**src/rtl/u8st_pkg.sv**
```systemverilog
// Shared types, constants and helpers for the UTF-8 sanitize/truncate block.
// No dependencies; imported by every RTL module of the block.
package u8st_pkg;

	localparam int unsigned MAX_CAPACITY = 256;
	localparam int unsigned CAP_W        = $clog2(MAX_CAPACITY + 1);
	localparam int unsigned GRP_N        = 4;
	localparam int unsigned GRP_CNT_W    = $clog2(GRP_N + 1);

	localparam logic [CAP_W-1:0] CAP_RESET = CAP_W'(64);

	// Byte codes
	localparam logic [7:0] BYTE_NUL   = 8'h00;
	localparam logic [7:0] BYTE_TAB   = 8'h09;
	localparam logic [7:0] BYTE_SPACE = 8'h20;
	localparam logic [7:0] CTRL_LIMIT = 8'h20;

	// Lead and continuation patterns
	localparam logic [7:0] CONT_MASK  = 8'hC0;
	localparam logic [7:0] CONT_TAG   = 8'h80;
	localparam logic [7:0] LEAD2_MASK = 8'hE0;
	localparam logic [7:0] LEAD2_TAG  = 8'hC0;
	localparam logic [7:0] LEAD3_MASK = 8'hF0;
	localparam logic [7:0] LEAD3_TAG  = 8'hE0;
	localparam logic [7:0] LEAD4_MASK = 8'hF8;
	localparam logic [7:0] LEAD4_TAG  = 8'hF0;

	// Result group produced by one input byte
	typedef struct packed {
		logic [GRP_CNT_W-1:0]  cnt;
		logic [GRP_N-1:0][7:0] data;
		logic                  last;
	} grp_t;

	// Sequence length announced by a lead byte
	function automatic logic [2:0] seq_length(input logic [7:0] lead);
		logic [2:0] len;
		len = 3'd1;
		if ((lead & LEAD2_MASK) == LEAD2_TAG) len = 3'd2;
		else if ((lead & LEAD3_MASK) == LEAD3_TAG) len = 3'd3;
		else if ((lead & LEAD4_MASK) == LEAD4_TAG) len = 3'd4;
		return len;
	endfunction

	// Clamp the capacity register into its usable range
	function automatic logic [CAP_W-1:0] eff_cap(input logic [CAP_W-1:0] c);
		logic [CAP_W-1:0] r;
		r = c;
		if (c == '0) r = CAP_W'(1);
		else if (c > CAP_W'(MAX_CAPACITY)) r = CAP_W'(MAX_CAPACITY);
		return r;
	endfunction

endpackage

```
**src/rtl/u8st_if.sv**
```systemverilog
// Handshake channel interfaces for the UTF-8 sanitize/truncate block.
// Standalone: no package dependency.
interface u8st_in_if;
	logic       valid;
	logic       ready;
	logic [7:0] data_byte;

	modport source(output valid, output data_byte, input ready);
	modport sink(input valid, input data_byte, output ready);
endinterface

interface u8st_out_if;
	logic       valid;
	logic       ready;
	logic [7:0] out_byte;
	logic       is_last;

	modport source(output valid, output out_byte, output is_last, input ready);
	modport sink(input valid, input out_byte, input is_last, output ready);
endinterface

```
**src/rtl/u8st_core.sv**
```systemverilog
// String state and per-byte filter: turns one source byte into a result group.
// Depends on u8st_pkg.
module u8st_core
	import u8st_pkg::*;
(
	input  logic             clk,
	input  logic             arst_n,
	input  logic             step,
	input  logic [7:0]       byte_in,
	input  logic [CAP_W-1:0] capacity,
	output grp_t             grp
);

	logic             stopped_q, stopped_d;
	logic [CAP_W-1:0] count_q, count_d;
	logic [2:0]       plen_q, plen_d;
	logic [1:0]       prcv_q, prcv_d;
	logic [7:0]       pend_q [3];

	logic             pend_we;
	logic [1:0]       pend_idx;
	logic [CAP_W-1:0] cap;
	logic [CAP_W:0]   need;
	logic [2:0]       rcv_nx;
	logic [2:0]       len;

	// Filter one byte against the current string state
	always_comb begin
		cap       = eff_cap(capacity);
		stopped_d = stopped_q;
		count_d   = count_q;
		plen_d    = plen_q;
		prcv_d    = prcv_q;
		pend_we   = 1'b0;
		pend_idx  = prcv_q;
		rcv_nx    = {1'b0, prcv_q} + 3'd1;
		len       = seq_length(byte_in);
		need      = {1'b0, count_q} + (CAP_W+1)'(1);
		grp.cnt   = '0;
		grp.data  = '0;
		grp.last  = 1'b0;

		if (byte_in == BYTE_NUL) begin
			// terminator: emit and clear for the next string
			grp.cnt     = GRP_CNT_W'(1);
			grp.data[0] = BYTE_NUL;
			grp.last    = 1'b1;
			stopped_d   = 1'b0;
			count_d     = '0;
			plen_d      = '0;
			prcv_d      = '0;
		end else if (stopped_q) begin
			// drop until terminator
		end else if (plen_q != 3'd0) begin
			if ((byte_in & CONT_MASK) != CONT_TAG) begin
				stopped_d = 1'b1;
				plen_d    = '0;
				prcv_d    = '0;
			end else begin
				pend_we = (prcv_q != 2'd3);
				if (rcv_nx < plen_q) begin
					prcv_d = rcv_nx[1:0];
				end else begin
					plen_d = '0;
					prcv_d = '0;
					need   = {1'b0, count_q} + (CAP_W+1)'(plen_q);
					if (need >= {1'b0, cap}) begin
						stopped_d = 1'b1;
					end else begin
						// held bytes then this byte as the final one
						grp.cnt     = GRP_CNT_W'(plen_q);
						grp.data[0] = pend_q[0];
						grp.data[1] = (plen_q == 3'd2) ? byte_in : pend_q[1];
						grp.data[2] = (plen_q == 3'd3) ? byte_in : pend_q[2];
						grp.data[3] = byte_in;
						count_d     = count_q + CAP_W'(plen_q);
					end
				end
			end
		end else if (need >= {1'b0, cap}) begin
			stopped_d = 1'b1;
		end else if (byte_in == BYTE_TAB) begin
			grp.cnt     = GRP_CNT_W'(1);
			grp.data[0] = BYTE_SPACE;
			count_d     = count_q + CAP_W'(1);
		end else if (byte_in < CTRL_LIMIT) begin
			// drop control byte
		end else if (len == 3'd1) begin
			grp.cnt     = GRP_CNT_W'(1);
			grp.data[0] = byte_in;
			count_d     = count_q + CAP_W'(1);
		end else begin
			// hold lead byte
			pend_we  = 1'b1;
			pend_idx = 2'd0;
			plen_d   = len;
			prcv_d   = 2'd1;
		end
	end

	// Advance string state
	always_ff @(posedge clk or negedge arst_n) begin
		if (!arst_n) begin
			stopped_q <= 1'b0;
			count_q   <= '0;
			plen_q    <= '0;
			prcv_q    <= '0;
		end else if (step) begin
			stopped_q <= stopped_d;
			count_q   <= count_d;
			plen_q    <= plen_d;
			prcv_q    <= prcv_d;
		end
	end

	// Hold pending sequence bytes
	always_ff @(posedge clk) begin
		if (step && pend_we) begin
			pend_q[pend_idx] <= byte_in;
		end
	end

endmodule

```
**src/rtl/u8st_obuf.sv**
```systemverilog
// Result group register that hands out its bytes one request at a time.
// Depends on u8st_pkg and u8st_out_if.
module u8st_obuf
	import u8st_pkg::*;
(
	input  logic          clk,
	input  logic          arst_n,
	input  logic          load,
	input  grp_t          grp_in,
	output logic          can_load,
	u8st_out_if.source    dout
);

	logic [GRP_CNT_W-1:0]  cnt_q;
	logic [GRP_N-1:0][7:0] data_q;
	logic                  last_q;
	logic                  fire;

	assign fire       = dout.valid && dout.ready;
	assign can_load   = (cnt_q == '0) || ((cnt_q == GRP_CNT_W'(1)) && dout.ready);
	assign dout.valid = (cnt_q != '0);
	assign dout.out_byte = data_q[0];
	assign dout.is_last  = last_q;

	// Load a new group or drain the current one
	always_ff @(posedge clk or negedge arst_n) begin
		if (!arst_n) begin
			cnt_q <= '0;
		end else if (load) begin
			cnt_q <= grp_in.cnt;
		end else if (fire) begin
			cnt_q <= cnt_q - GRP_CNT_W'(1);
		end
	end

	always_ff @(posedge clk) begin
		if (load) begin
			data_q <= grp_in.data;
			last_q <= grp_in.last;
		end else if (fire) begin
			data_q <= data_q >> 8;
		end
	end

endmodule

```
**src/rtl/utf8_sanitize_truncate.sv**
```systemverilog
// Top level of the UTF-8 sanitize/truncate filter: input register, filter core,
// result group register. Depends on u8st_pkg, u8st_if, u8st_core, u8st_obuf.
//
// Usage:
//   din carries one source byte per request; a zero byte ends the string.
//   dout carries filtered bytes; the terminator has is_last set.
//   cfg_we/cfg_wdata write the capacity register (buffer size with terminator).
//   Write capacity only between strings, with both channels idle.
// Timing:
//   An accepted byte waits in the input register, is filtered by the core and
//   its results are loaded into the result group register, which drives dout.
//   One byte enters per cycle while each byte yields at most one result and
//   dout keeps up. A completed 2/3/4-byte sequence leaves as that many output
//   requests, one per cycle if dout is ready; the input register waits while the
//   group register holds more than one, or holds one that dout is not taking.
// Reset:
//   arst_n clears the string state, empties both registers and sets capacity
//   to 64.
// Stall:
//   When dout.ready is low, results hold; the input register still takes one
//   byte, then din.ready drops until the group register frees up.
module utf8_sanitize_truncate
	import u8st_pkg::*;
(
	input  logic             clk,
	input  logic             arst_n,
	input  logic             cfg_we,
	input  logic [CAP_W-1:0] cfg_wdata,
	u8st_in_if.sink          din,
	u8st_out_if.source       dout
);

	logic             vld_s1;
	logic [7:0]       byte_s1;
	logic [CAP_W-1:0] cap_q;
	logic             adv;
	logic             can_load;
	grp_t             grp;

	assign adv       = vld_s1 && can_load;
	assign din.ready = !vld_s1 || adv;

	// Hold capacity register
	always_ff @(posedge clk or negedge arst_n) begin
		if (!arst_n) begin
			cap_q <= CAP_RESET;
		end else if (cfg_we) begin
			cap_q <= cfg_wdata;
		end
	end

	// Input register
	always_ff @(posedge clk or negedge arst_n) begin
		if (!arst_n) begin
			vld_s1 <= 1'b0;
		end else if (din.valid && din.ready) begin
			vld_s1 <= 1'b1;
		end else if (adv) begin
			vld_s1 <= 1'b0;
		end
	end

	always_ff @(posedge clk) begin
		if (din.valid && din.ready) begin
			byte_s1 <= din.data_byte;
		end
	end

	u8st_core u_core (
		.clk      (clk),
		.arst_n   (arst_n),
		.step     (adv),
		.byte_in  (byte_s1),
		.capacity (cap_q),
		.grp      (grp)
	);

	u8st_obuf u_obuf (
		.clk      (clk),
		.arst_n   (arst_n),
		.load     (adv),
		.grp_in   (grp),
		.can_load (can_load),
		.dout     (dout)
	);

	// The terminator result always carries a zero byte
	a_last_zero: assert property (@(posedge clk) disable iff (!arst_n)
		dout.valid && dout.is_last |-> dout.out_byte == BYTE_NUL)
		else $error("terminator result carries a nonzero byte");

	// A stalled input register keeps its byte
	a_s1_hold: assert property (@(posedge clk) disable iff (!arst_n)
		vld_s1 && !adv |=> vld_s1 && $stable(byte_s1))
		else $error("input register lost a byte while stalled");

	// A loaded non-empty group is then presented on dout
	a_grp_free: assert property (@(posedge clk) disable iff (!arst_n)
		adv && grp.cnt != '0 |=> dout.valid)
		else $error("loaded result group not presented");

	// Group count never exceeds the longest sequence
	a_grp_cnt: assert property (@(posedge clk) disable iff (!arst_n)
		adv |-> grp.cnt <= GRP_CNT_W'(GRP_N))
		else $error("result group too large");

endmodule
```
**src/flat_wrapper.sv**
```systemverilog
// flat-port wrapper written by rule: the top's interface ports become plain ports
module utf8_sanitize_truncate_flat import u8st_pkg::*;
  (clk, arst_n, cfg_we, cfg_wdata, din_valid, din_data_byte, din_ready, dout_valid, dout_out_byte, dout_is_last, dout_ready);
  u8st_in_if din_i ();
  u8st_out_if dout_i ();
  input  logic clk;
  input  logic arst_n;
  input  logic cfg_we;
  input  logic [CAP_W-1:0] cfg_wdata;
  input wire logic [$bits(din_i.valid)-1:0] din_valid;
  input wire logic [$bits(din_i.data_byte)-1:0] din_data_byte;
  output wire logic [$bits(din_i.ready)-1:0] din_ready;
  output wire logic [$bits(dout_i.valid)-1:0] dout_valid;
  output wire logic [$bits(dout_i.out_byte)-1:0] dout_out_byte;
  output wire logic [$bits(dout_i.is_last)-1:0] dout_is_last;
  input wire logic [$bits(dout_i.ready)-1:0] dout_ready;
  assign din_i.valid = din_valid;
  assign din_i.data_byte = din_data_byte;
  assign din_ready = din_i.ready;
  assign dout_valid = dout_i.valid;
  assign dout_out_byte = dout_i.out_byte;
  assign dout_is_last = dout_i.is_last;
  assign dout_i.ready = dout_ready;
  utf8_sanitize_truncate u_core (.clk(clk), .arst_n(arst_n), .cfg_we(cfg_we), .cfg_wdata(cfg_wdata), .din(din_i), .dout(dout_i));
endmodule
```
**config.mk**
```make
export PLATFORM = sky130hd
export DESIGN_NAME = utf8_sanitize_truncate_flat
export DESIGN_NICKNAME = d
export VERILOG_FILES = /design/src/rtl/u8st_pkg.sv /design/src/rtl/u8st_if.sv /design/src/rtl/u8st_core.sv /design/src/rtl/u8st_obuf.sv /design/src/rtl/utf8_sanitize_truncate.sv /design/src/flat_wrapper.sv
export SDC_FILE = /design/constraint.sdc
export NUM_CORES = 1
export LEC_CHECK = 0
export ABC_AREA = 1
export BUFFER_PORTS_ARGS = -buffer_cell sky130_fd_sc_hd__buf_2
export CAP_MARGIN = 20
export CORE_ASPECT_RATIO = 1.75
export CORE_UTILIZATION = 59
export CTS_CLUSTER_DIAMETER = 30
export DETAILED_ROUTE_END_ITERATION = 10
export PLACE_DENSITY = 0.78
export SYNTH_ARGS = -nofsm -noshare
export SYNTH_HDL_FRONTEND = slang
export SYNTH_SLANG_ARGS = --single-unit
```
**constraint.sdc**
```tcl
create_clock -name clk -period 4.7 [get_ports clk]
set_input_delay 0.94 -clock clk [delete_from_list [all_inputs] [get_ports clk]]
set_output_delay 0.94 -clock clk [all_outputs]
set_load 0.02 [all_outputs]
```
==> run_results.csv, run 1 <==
group,metric,value,unit
floorplanning,dieHeight,129,um
layout,antenna_cells,0,
yosys,yosys.area.top_type,"edfxtp_1",
setup_path,slowest_delay,0.48,ns
hold_path,min_from,"u_core.u_obuf.data_q[25]",
clock_tree,cts_resized,0,
setup_path,critPathCaptureType,"flop",
yosys,synth-edff-count,65,
timing,setup_viol,0,
setup_path,path_cells,"ha_1, inv_1, fa_1, o21ai_0, xor2_1, ha_1, nand2_1, inv_1, a21oi_1, nand2_1, nand2_1, nand2_1, nand2_1, nand3_4, nor2_2, nand2_2, o21ai_0",
layout,drive_gt1_share,15.7,%
global_route,grt_overflow,0,
drt,wl_per_cell,16.1,um
layout,mostFrequentLayoutCell,"nand2_1",
clock_tree,cts_tree,"built",
power_and_ir_drop,comb_power_share,37.1,%
timing,finalSetupTns,0,ns
timing,post-route-min-period,3.86,ns
drt,maxUsedRoutingLayer,"met4",
drt,vias,4055,
clock_tree,htreeDepth,3,
yosys,yosys_warnings,0,
status,status,"complete, no violations",
timing,slew_headroom,36.9,%
global_route,antenna_found_initial,0,
yosys,synth_flop_cell,"edfxtp_1",
floorplanning,core,0.00898,mm^2
setup_path,critPathLaunch,"u_core.u_core.plen_q[0]",
power_and_ir_drop,power_switching,0.00121,W
global_route,track_usage,27.4,%
layout,layout_common_cells,"nand2_1, edfxtp_1, nor2_1, inv_1, a21oi_1",
setup_path,path_delay_family,"simple AND/OR/NAND/NOR gates",
yosys,synth_mux_area_share,1.24,%
layout,nets,666,
yosys,seq_area_frac_synth,48.9,%
yosys,synthArstFlopShare,30.1,%
clock_tree,path_clk_slew,0.07,ns
drt,wl_met2,6650,um
placement,place_congestion,0.936,
timing,final_max_slew_viol_count,0,
power_and_ir_drop,pwr-share-clk,23.9,%
clock_tree,cts_max_path_buffers,2,
floorplanning,fp.dieArea,0.00961,mm^2
timing,fmax,259,MHz
power_and_ir_drop,seq_power_share,39.0,%
setup_path,reg2reg_from,"u_core.u_core.plen_q[0]",
drt,drt-pass1-iter-count,5,
layout,syn2layout_area_growth,9.15,%
setup_path,crit_fanout,23,
timing,worstMarginPinSlew,0.947,ns
timing,finClkSkew,0.00672,ns
setup_path,cp_slowest_cell,"dfrtp_1",
drt,wl,11800,um
placement,hpwlAfterDp,9150,um
clock_tree,cts_hold_buf,0,
hold_path,hold_path.class,"flop to flop",
power_and_ir_drop,power.leakage,2.71,nW
drt,drc,0,
yosys,syn_avg_cell_area,9.22,um^2
yosys,syn-cell-area,0.00543,mm^2
drt,m1WireLength,4180,um
drt,via_per_inst,5.50,
power_and_ir_drop,power_density,521,mW/mm^2
floorplanning,dieWidth,74.5,um
floorplanning,initial_core_util,60.5,%
yosys,synthAdderAreaFrac,7.65,%
setup_path,worst-endpoint-arrival,4.03,ns
clock_tree,cts-root-buf,"clkbuf_16",
global_route,grt_pass1_wl,19300,um
timing,grt_setup_unrepaired,"false",
placement,io_buffers,32,
yosys,syn_inst,589,
floorplanning,rows,46,
yosys,synthTopCellsByArea,"edfxtp_1, dfrtp_1, nand2_1, ha_1, nor2_1",
yosys,synthXorXnorAreaFrac,2.90,%
timing,finalCritPeriodShare,82.2,%
drt,dr_wl_met3,285,um
yosys,ys_types,47,
timing,hold_viol,0,
power_and_ir_drop,fin_total_pwr,0.00309,W
power_and_ir_drop,irDropWorstVdd,0.250,mV
clock_tree,cts_num_sinks,93,
drt,drt-initial-drc-count,306,
clock_tree,numCtsBuffers,9,
yosys,syn_nets,643,
run,maxCapViolCount,0,
yosys,synth_top_area_share,35.9,%
setup_path,cp_data_required_time,4.87,ns
layout,final_util,66.0,%
clock_tree,postCtsSetupBuffers,0,
global_route,grt_max_degree,29,
yosys,synth_compound_area_share,10.0,%
setup_path,path_buf_inv,2,
setup_path,start_kind,"flop",
yosys,synth_top_family_by_area,"simple AND/OR/NAND/NOR gates",
drt,drtAntennaViolNets,0,
power_and_ir_drop,switching_share,39.3,%
yosys,synth_seq_cells,93,
floorplanning,io_pins,33,
layout,fillCellCount,759,
setup_path,worstSetupPathType,"flop to flop",
power_and_ir_drop,p_int,0.00188,W
global_route,grt_pass1_vias,4136,
clock_tree,clk_latency,0.34,ns
setup_path,crit_top_cell,"nand2_1",
yosys,synthSimpleGateAreaFrac,22.3,%
==> kinds of logic (layout without fill, tap and decap cells) <==
| logic type | Yosys count | count (layout) |
|---|---|---|
| xor+xnor | 18 | 18 |
| compound gates | 82 | 82 |
| flops | 93 | 93 |
| buf+inv | 86 | 114 |
| mux | 6 | 6 |
| other cells | 1 | 1 |
| simple gates | 271 | 271 |
| fa+ha+maj | 32 | 32 |
==> worst min-delay path, cell delays in order, from the launching register on <==
cell and delay [ns]:
edfxtp_1 0.32, nand2_1 0.06, o21ai_2 0.05
==> per-layer routing <==
metal,vias to the layer above,track usage (%)
met3,40,5.01
met2,102,48.7
met1,1908,26.9
met5,-,0
li1,2005,-
met4,0,21.1
==> flip-flops by register name, indices dropped and copies added (netlist names), 2 cells and up <==
name and count:
u_core.u_core.prcv_q 2, u_core.byte_s1 8, u_core.cap_q 9, u_core.u_core.count_q 9
u_core.u_core.pend_q 24, u_core.u_obuf.data_q 24, u_core.u_core.plen_q 3, u_core.u_obuf.cnt_q 3
u_core.u_obuf.dout.out_byte 8
==> cells in the mapped netlist, drive strengths merged (5+ instances only) <==
master,instances
nor2,64
o32ai,6
a21oi,36
a31oi,5
buf,14
ha,30
inv,62
clkbuf,9
nand2,157
dfrtp,27
xor2,16
mux2,6
nand3,33
o21ai,25
nor3,7
nand4,5
edfxtp,65
==> layout make-up <==
cell class                      instances  area (um^2)  area share, %
Clock buffer                            9          225           3.80
Clock inverter                          7         80.1           1.35
Tap cell                              120          150           2.53
Multi-Input combinational cell        410         2400           40.5
Sequential cell                        93         2650           44.8
Timing Repair Buffer                   35          183           3.08
Inverter                               63          236           3.99
==> through the flow <==
step / hold slack [ns] / instances / cell area [um^2] / setup WS (ns)
5_1_grt: 0.554 / 737 / 5930 / 0.552
6_report: 0.527 / 737 / 5930 / 0.838
4_1_cts: 0.530 / 737 / 5930 / 0.868
3_5_place_dp: 0.513 / 721 / 5620 / 0.889
2_1_floorplan: 0.479 / 589 / 5430 / 1.65
3_3_place_gp: 0.505 / 721 / 5620 / 1.09
==> path summary, 6_finish.rpt <==
path,to,slack (ns),depth (start not counted)
max in group asynchronous,u_core.cap_q[4],3.65,1
min in group asynchronous,u_core.u_core.count_q[2],0.63,1
min reg2reg,u_core.u_obuf.data_q[17],0.53,2
max reg2reg,u_core.u_obuf.data_q[9],0.84,17
min,u_core.u_obuf.data_q[17],0.53,2
max,u_core.u_obuf.data_q[9],0.84,17
==> power by group through the flow <==
stage	clock network, W	registers (W)	logic, W
2_1_floorplan	0	0.00118	0.000878
3_3_place_gp	0	0.00121	0.00112
3_5_place_dp	0	0.00122	0.00114
4_1_cts	0.000751	0.00121	0.00115
5_1_grt	0.000783	0.00123	0.00128
6_report	0.000738	0.00120	0.00115
Note: power is estimated with default switching activity, not from simulation.
==> run 2, diff against run 1 <==
clock period = 3.8 ns   (was 4.7 ns; I/O delays follow)
==> run_results.csv, run 2 (synthesis gave the netlist of run 1 again) <==
group,metric,value,unit
timing,slew_headroom,30.6,%
floorplanning,fp.dieArea,0.00961,mm^2
drt,wl_per_cell,15.8,um
drt,via_per_inst,5.46,
global_route,track_usage,27.1,%
status,status,"complete, no violations",
setup_path,path_delay_family,"adder cells",
run,maxCapViolCount,0,
clock_tree,cts_hold_buf,0,
clock_tree,cts-root-buf,"clkbuf_16",
layout,multi_input_area,0.00240,mm^2
clock_tree,cts_num_sinks,93,
floorplanning,dieHeight,129,um
layout,nets,672,
placement,hpwlAfterDp,9030,um
floorplanning,rows,46,
clock_tree,htreeDepth,3,
setup_path,cp_data_required_time,3.98,ns
floorplanning,io_pins,33,
layout,syn2layout_area_growth,9.54,%
power_and_ir_drop,power.leakage,2.74,nW
power_and_ir_drop,power_density,630,mW/mm^2
layout,layout_common_cells,"nand2_1, edfxtp_1, nor2_1, inv_1, a21oi_1",
layout,drive_gt1_share,16.5,%
setup_path,crit_top_cell,"nand2_1",
clock_tree,path_clk_slew,0.07,ns
hold_path,hold_path.class,"primary input to async pin",
timing,setup_viol,0,
timing,post-route-min-period,3.44,ns
timing,final_max_slew_viol_count,0,
setup_path,path_cells,"ha_1, inv_1, fa_1, o21ai_1, xor2_1, ha_1, nand2_1, inv_1, a21oi_1, nand2_1, nand2_1, nand2_1, nand2_1, nand3_4, nor2_2, nand2_2, buf_4, o21ai_0",
placement,io_buffers,32,
floorplanning,dieWidth,74.5,um
layout,seq_area,0.00265,mm^2
setup_path,crit_fanout,23,
setup_path,critPathCaptureType,"flop",
setup_path,path_buf_inv,3,
layout,mostFrequentLayoutCell,"nand2_1",
clock_tree,cts_max_path_buffers,2,
setup_path,cp_slowest_cell,"dfrtp_1",
layout,top_regs,"u_core.u_core.pend_q: 24 flops, u_core.u_obuf.data_q: 24 flops",
setup_path,slowest_delay,0.50,ns
global_route,antenna_found_initial,0,
timing,grt_setup_unrepaired,"false",
clock_tree,numCtsBuffers,9,
setup_path,worstSetupPathType,"flop to flop",
placement,place_ws,0.342,ns
global_route,grt_pass1_vias,4108,
layout,final_util,66.2,%
placement,place_congestion,0.964,
setup_path,critPathLaunch,"u_core.u_core.count_q[0]",
floorplanning,core,0.00898,mm^2
timing,finalSetupTns,0,ns
timing,layout_setup_ws,0.362,ns
global_route,grt_pass1_wl,19100,um
timing,worstMarginPinSlew,1.04,ns
layout,fillCellCount,755,
drt,drtAntennaViolNets,0,
timing,fin_hold_ws,0.453,ns
timing,hold_viol,0,
drt,wl,11800,um
layout,antenna_cells,0,
drt,drt-initial-drc-count,244,
global_route,grt_max_degree,36,
drt,vias,4060,
power_and_ir_drop,irDropWorstVdd,0.304,mV
setup_path,start_kind,"flop",
floorplanning,initial_core_util,60.5,%
drt,drc,0,
global_route,grt_overflow,0,
timing,fmax,291,MHz
clock_tree,clk_latency,0.34,ns
drt,drt-pass1-iter-count,4,
timing,finClkSkew,0.00891,ns
setup_path,reg2reg_from,"u_core.u_core.count_q[0]",
timing,finalCritPeriodShare,90.5,%
clock_tree,cts_tree,"built",
setup_path,worst-endpoint-arrival,3.62,ns
==> run 2: worst paths after layout <==
| path | depth (start not counted) | slack [ns] | end |
|---|---|---|---|
| min in group clk | 2 | 0.52 | u_core.u_obuf.cnt_q[1] |
| min | 1 | 0.45 | u_core.u_core.count_q[3] |
| max reg2reg | 18 | 0.36 | u_core.u_obuf.data_q[9] |
| max in group asynchronous | 1 | 2.91 | u_core.cap_q[4] |
| min reg2reg | 2 | 0.52 | u_core.u_obuf.cnt_q[1] |
| max | 18 | 0.36 | u_core.u_obuf.data_q[9] |
==> run 2: worst register-to-register path: stages, from the launching register on <==
cell and delay (ns):
dfrtp_1 0.50, ha_1 0.22, inv_1 0.06, fa_1 0.46
o21ai_1 0.27, xor2_1 0.19, ha_1 0.25, nand2_1 0.08
inv_1 0.04, a21oi_1 0.13, nand2_1 0.06, nand2_1 0.05
nand2_1 0.04, nand2_1 0.11, nand3_4 0.16, nor2_2 0.18
nand2_2 0.05, buf_4 0.23, o21ai_0 0.19
==> run 2: cell type report <==
type	instances	share of cell area [%]
flip-flops and latches	93	44.6
inverters	63	3.98
well taps	120	2.52
repair buffers	41	3.83
clock inverters	7	0.947
clock buffers	9	3.79
multi-input cells	410	40.3
==> run 2: routing by layer <==
layer / up-vias / GRT usage [%] / share of wire [%]
li1: 2017 / - / -
met1: 1884 / 27.1 / 35
met2: 111 / 47.9 / 54
met3: 48 / 4.62 / 2.8
met4: 0 / 20.5 / 7.2
met5: - / 0 / 0
==> run 2: what timing repair did <==
action                     in CTS  in global routing
setup endpoints to repair       0                  2
gates resized for setup         0                  1
setup buffers                   0                  0
==> run 2: where the power goes <==
group	switching, W	internal, W	total (W)
Clock	0.000402	0.000454	0.000856
Sequential	0.000134	0.00134	0.00147
Combinational	0.000949	0.000470	0.00142
==> run 2: metrics by stage <==
| stage | std cells | power [W] | instance area [um^2] |
|---|---|---|---|
| after floorplan | 589 | 0.00255 | 5430 |
| after global placement | 727 | 0.00287 | 5670 |
| after detailed placement | 727 | 0.00291 | 5670 |
| after CTS | 743 | 0.00377 | 5950 |
| after global routing | 743 | 0.00402 | 5950 |
| final | 743 | 0.00375 | 5950 |
==> run 3, diff against run 2 <==
CTS_BUF_LIST = sky130_fd_sc_hd__clkbuf_8   (was unset)
==> run_results.csv, run 3 (synthesis gave the netlist of run 1 again) <==
group,metric,value,unit
status,status,"complete, no violations",
placement,place_congestion,0.964,
floorplanning,io_pins,33,
setup_path,crit_top_cell,"nand2_1",
floorplanning,fp.dieArea,0.00961,mm^2
layout,antenna_cells,0,
global_route,grt_pass1_vias,4089,
setup_path,critPathCaptureType,"flop",
drt,via_per_inst,5.44,
setup_path,timing.rr.end,"u_core.u_obuf.data_q[9]",
global_route,grt_overflow,0,
floorplanning,dieWidth,74.5,um
layout,top_regs,"u_core.u_core.pend_q: 24 flops, u_core.u_obuf.data_q: 24 flops",
power_and_ir_drop,seq_power_share,41.8,%
global_route,grt_use_met1,27.7,%
power_and_ir_drop,power_switching,0.00147,W
run,maxCapViolCount,0,
global_route,track_usage,27.0,%
hold_path,hold_path.class,"primary input to async pin",
timing,hold_viol,0,
setup_path,crit_end,"u_core.u_obuf.data_q[9]",
setup_path,slowest_delay,0.51,ns
floorplanning,dieHeight,129,um
timing,setup_viol,0,
placement,hpwlAfterDp,9030,um
drt,drtAntennaViolNets,0,
timing,slew_headroom,30.8,%
power_and_ir_drop,power_density,603,mW/mm^2
power_and_ir_drop,power.leakage,2.69,nW
layout,syn2layout_area_growth,7.67,%
global_route,grtUsageMet2,48.1,%
drt,wl,11700,um
layout,layout_common_cells,"nand2_1, edfxtp_1, nor2_1, inv_1, a21oi_1",
clock_tree,cts_max_path_buffers,2,
drt,drt-pass1-iter-count,4,
clock_tree,numCtsBuffers,9,
clock_tree,cts-root-buf,"clkbuf_8",
layout,nets,672,
setup_path,start_kind,"flop",
timing,final_max_slew_viol_count,0,
floorplanning,initial_core_util,60.5,%
timing,finClkSkew,0.0129,ns
setup_path,path_delay_family,"adder cells",
placement,place_area,0.00567,mm^2
setup_path,reg2reg_depth,18,
placement,io_buffers,32,
setup_path,path_buf_inv,3,
setup_path,cp_data_required_time,4.01,ns
setup_path,path_cells,"ha_1, inv_1, fa_1, o21ai_1, xor2_1, ha_1, nand2_1, inv_1, a21oi_1, nand2_1, nand2_1, nand2_1, nand2_1, nand3_4, nor2_2, nand2_2, buf_4, o21ai_0",
layout,mostFrequentLayoutCell,"nand2_1",
timing,grt_setup_unrepaired,"false",
floorplanning,rows,46,
timing,post-route-min-period,3.43,ns
power_and_ir_drop,comb_power_share,40.4,%
timing,fmax,291,MHz
setup_path,rrSetupSlack,0.37,ns
layout,drive_gt1_share,16.5,%
power_and_ir_drop,switching_share,41.6,%
timing,finalCritPeriodShare,90.3,%
drt,wl_per_cell,15.7,um
clock_tree,path_clk_slew,0.10,ns
floorplanning,core,0.00898,mm^2
timing,worstMarginPinSlew,1.04,ns
setup_path,cp_slowest_cell,"dfrtp_1",
clock_tree,cts_tree,"built",
setup_path,worstSetupPathType,"flop to flop",
clock_tree,clk_latency,0.37,ns
clock_tree,htreeDepth,3,
timing,finalSetupTns,0,ns
power_and_ir_drop,pwr-share-clk,17.8,%
global_route,met3_usage,4.07,%
drt,drt-initial-drc-count,221,
setup_path,reg2reg_from,"u_core.u_core.count_q[0]",
setup_path,crit_fanout,23,
power_and_ir_drop,irDropWorstVdd,0.275,mV
global_route,grt_pass1_wl,19000,um
clock_tree,cts_num_sinks,93,
setup_path,critPathLaunch,"u_core.u_core.count_q[0]",
power_and_ir_drop,p_int,0.00206,W
setup_path,path_depth,18,
layout,stdcell_area,0.00585,mm^2
global_route,antenna_found_initial,0,
drt,drc,0,
setup_path,worst-endpoint-arrival,3.65,ns
drt,vias,4041,
global_route,grt_most_used_layer,"met2",
global_route,grt_max_degree,36,
==> run 3: changes by cell type in the layout (fill, tap and decap cells not counted) <==
cell,previous run,this run
clkbuf_8,0,9
clkbuf_16,9,0
==> run 3: worst min-delay path by stage <==
stage                               endpoint  cells past startpoint  slack [ns]
CTS                  u_core.u_core.prcv_q[0]                      1        0.43
global placement      u_core.u_obuf.cnt_q[1]                      2        0.50
floorplan                    u_core.cap_q[0]                      0        0.46
detailed placement    u_core.u_obuf.cnt_q[1]                      2        0.51
finish              u_core.u_core.count_q[3]                      1        0.42
global route                 u_core.cap_q[8]                      1        0.46
==> run 3: per-layer routing <==
| metal | vias up | wire [um] |
|---|---|---|
| li1 | 2020 | - |
| met1 | 1862 | 4170 |
| met2 | 113 | 6380 |
| met3 | 46 | 344 |
| met4 | 0 | 762 |
| met5 | - | 0 |
==> run 3: area by class of cell <==
cell class / instances / area (um^2)
Fill cell: 767 / 3130
Sequential cell: 93 / 2650
Multi-Input combinational cell: 410 / 2400
Inverter: 63 / 236
Timing Repair Buffer: 41 / 228
Tap cell: 120 / 150
Clock buffer: 9 / 124
Clock inverter: 7 / 56.3
==> run 3: per-stage QoR <==
| stage | utilization, % | instances | total power, W | hold slack (ns) | setup WS [ns] |
|---|---|---|---|---|---|
| final | 65.1 | 743 | 0.00352 | 0.418 | 0.369 |
| after floorplan | - | 589 | 0.00255 | 0.464 | 0.746 |
| after detailed placement | 63.1 | 727 | 0.00291 | 0.506 | 0.342 |
| after global routing | 65.1 | 743 | 0.00378 | 0.462 | 0.0800 |
| after global placement | 63.1 | 727 | 0.00287 | 0.504 | 0.379 |
| after CTS | 65.1 | 743 | 0.00353 | 0.432 | 0.291 |
==> run 3: power groups by stage <==
stage,clock network [W],logic [W],registers [W]
floorplan,0,0.00109,0.00147
global placement,0,0.00139,0.00148
detailed placement,0,0.00142,0.00149
CTS,0.000633,0.00143,0.00147
global route,0.000677,0.00161,0.00150
finish,0.000629,0.00142,0.00147
==> run 3: timing repair <==
action,4_1_cts,5_1_grt
buffers inserted,0,0
setup endpoints to repair,0,3
hold buffers,0,0
resized for setup,0,1
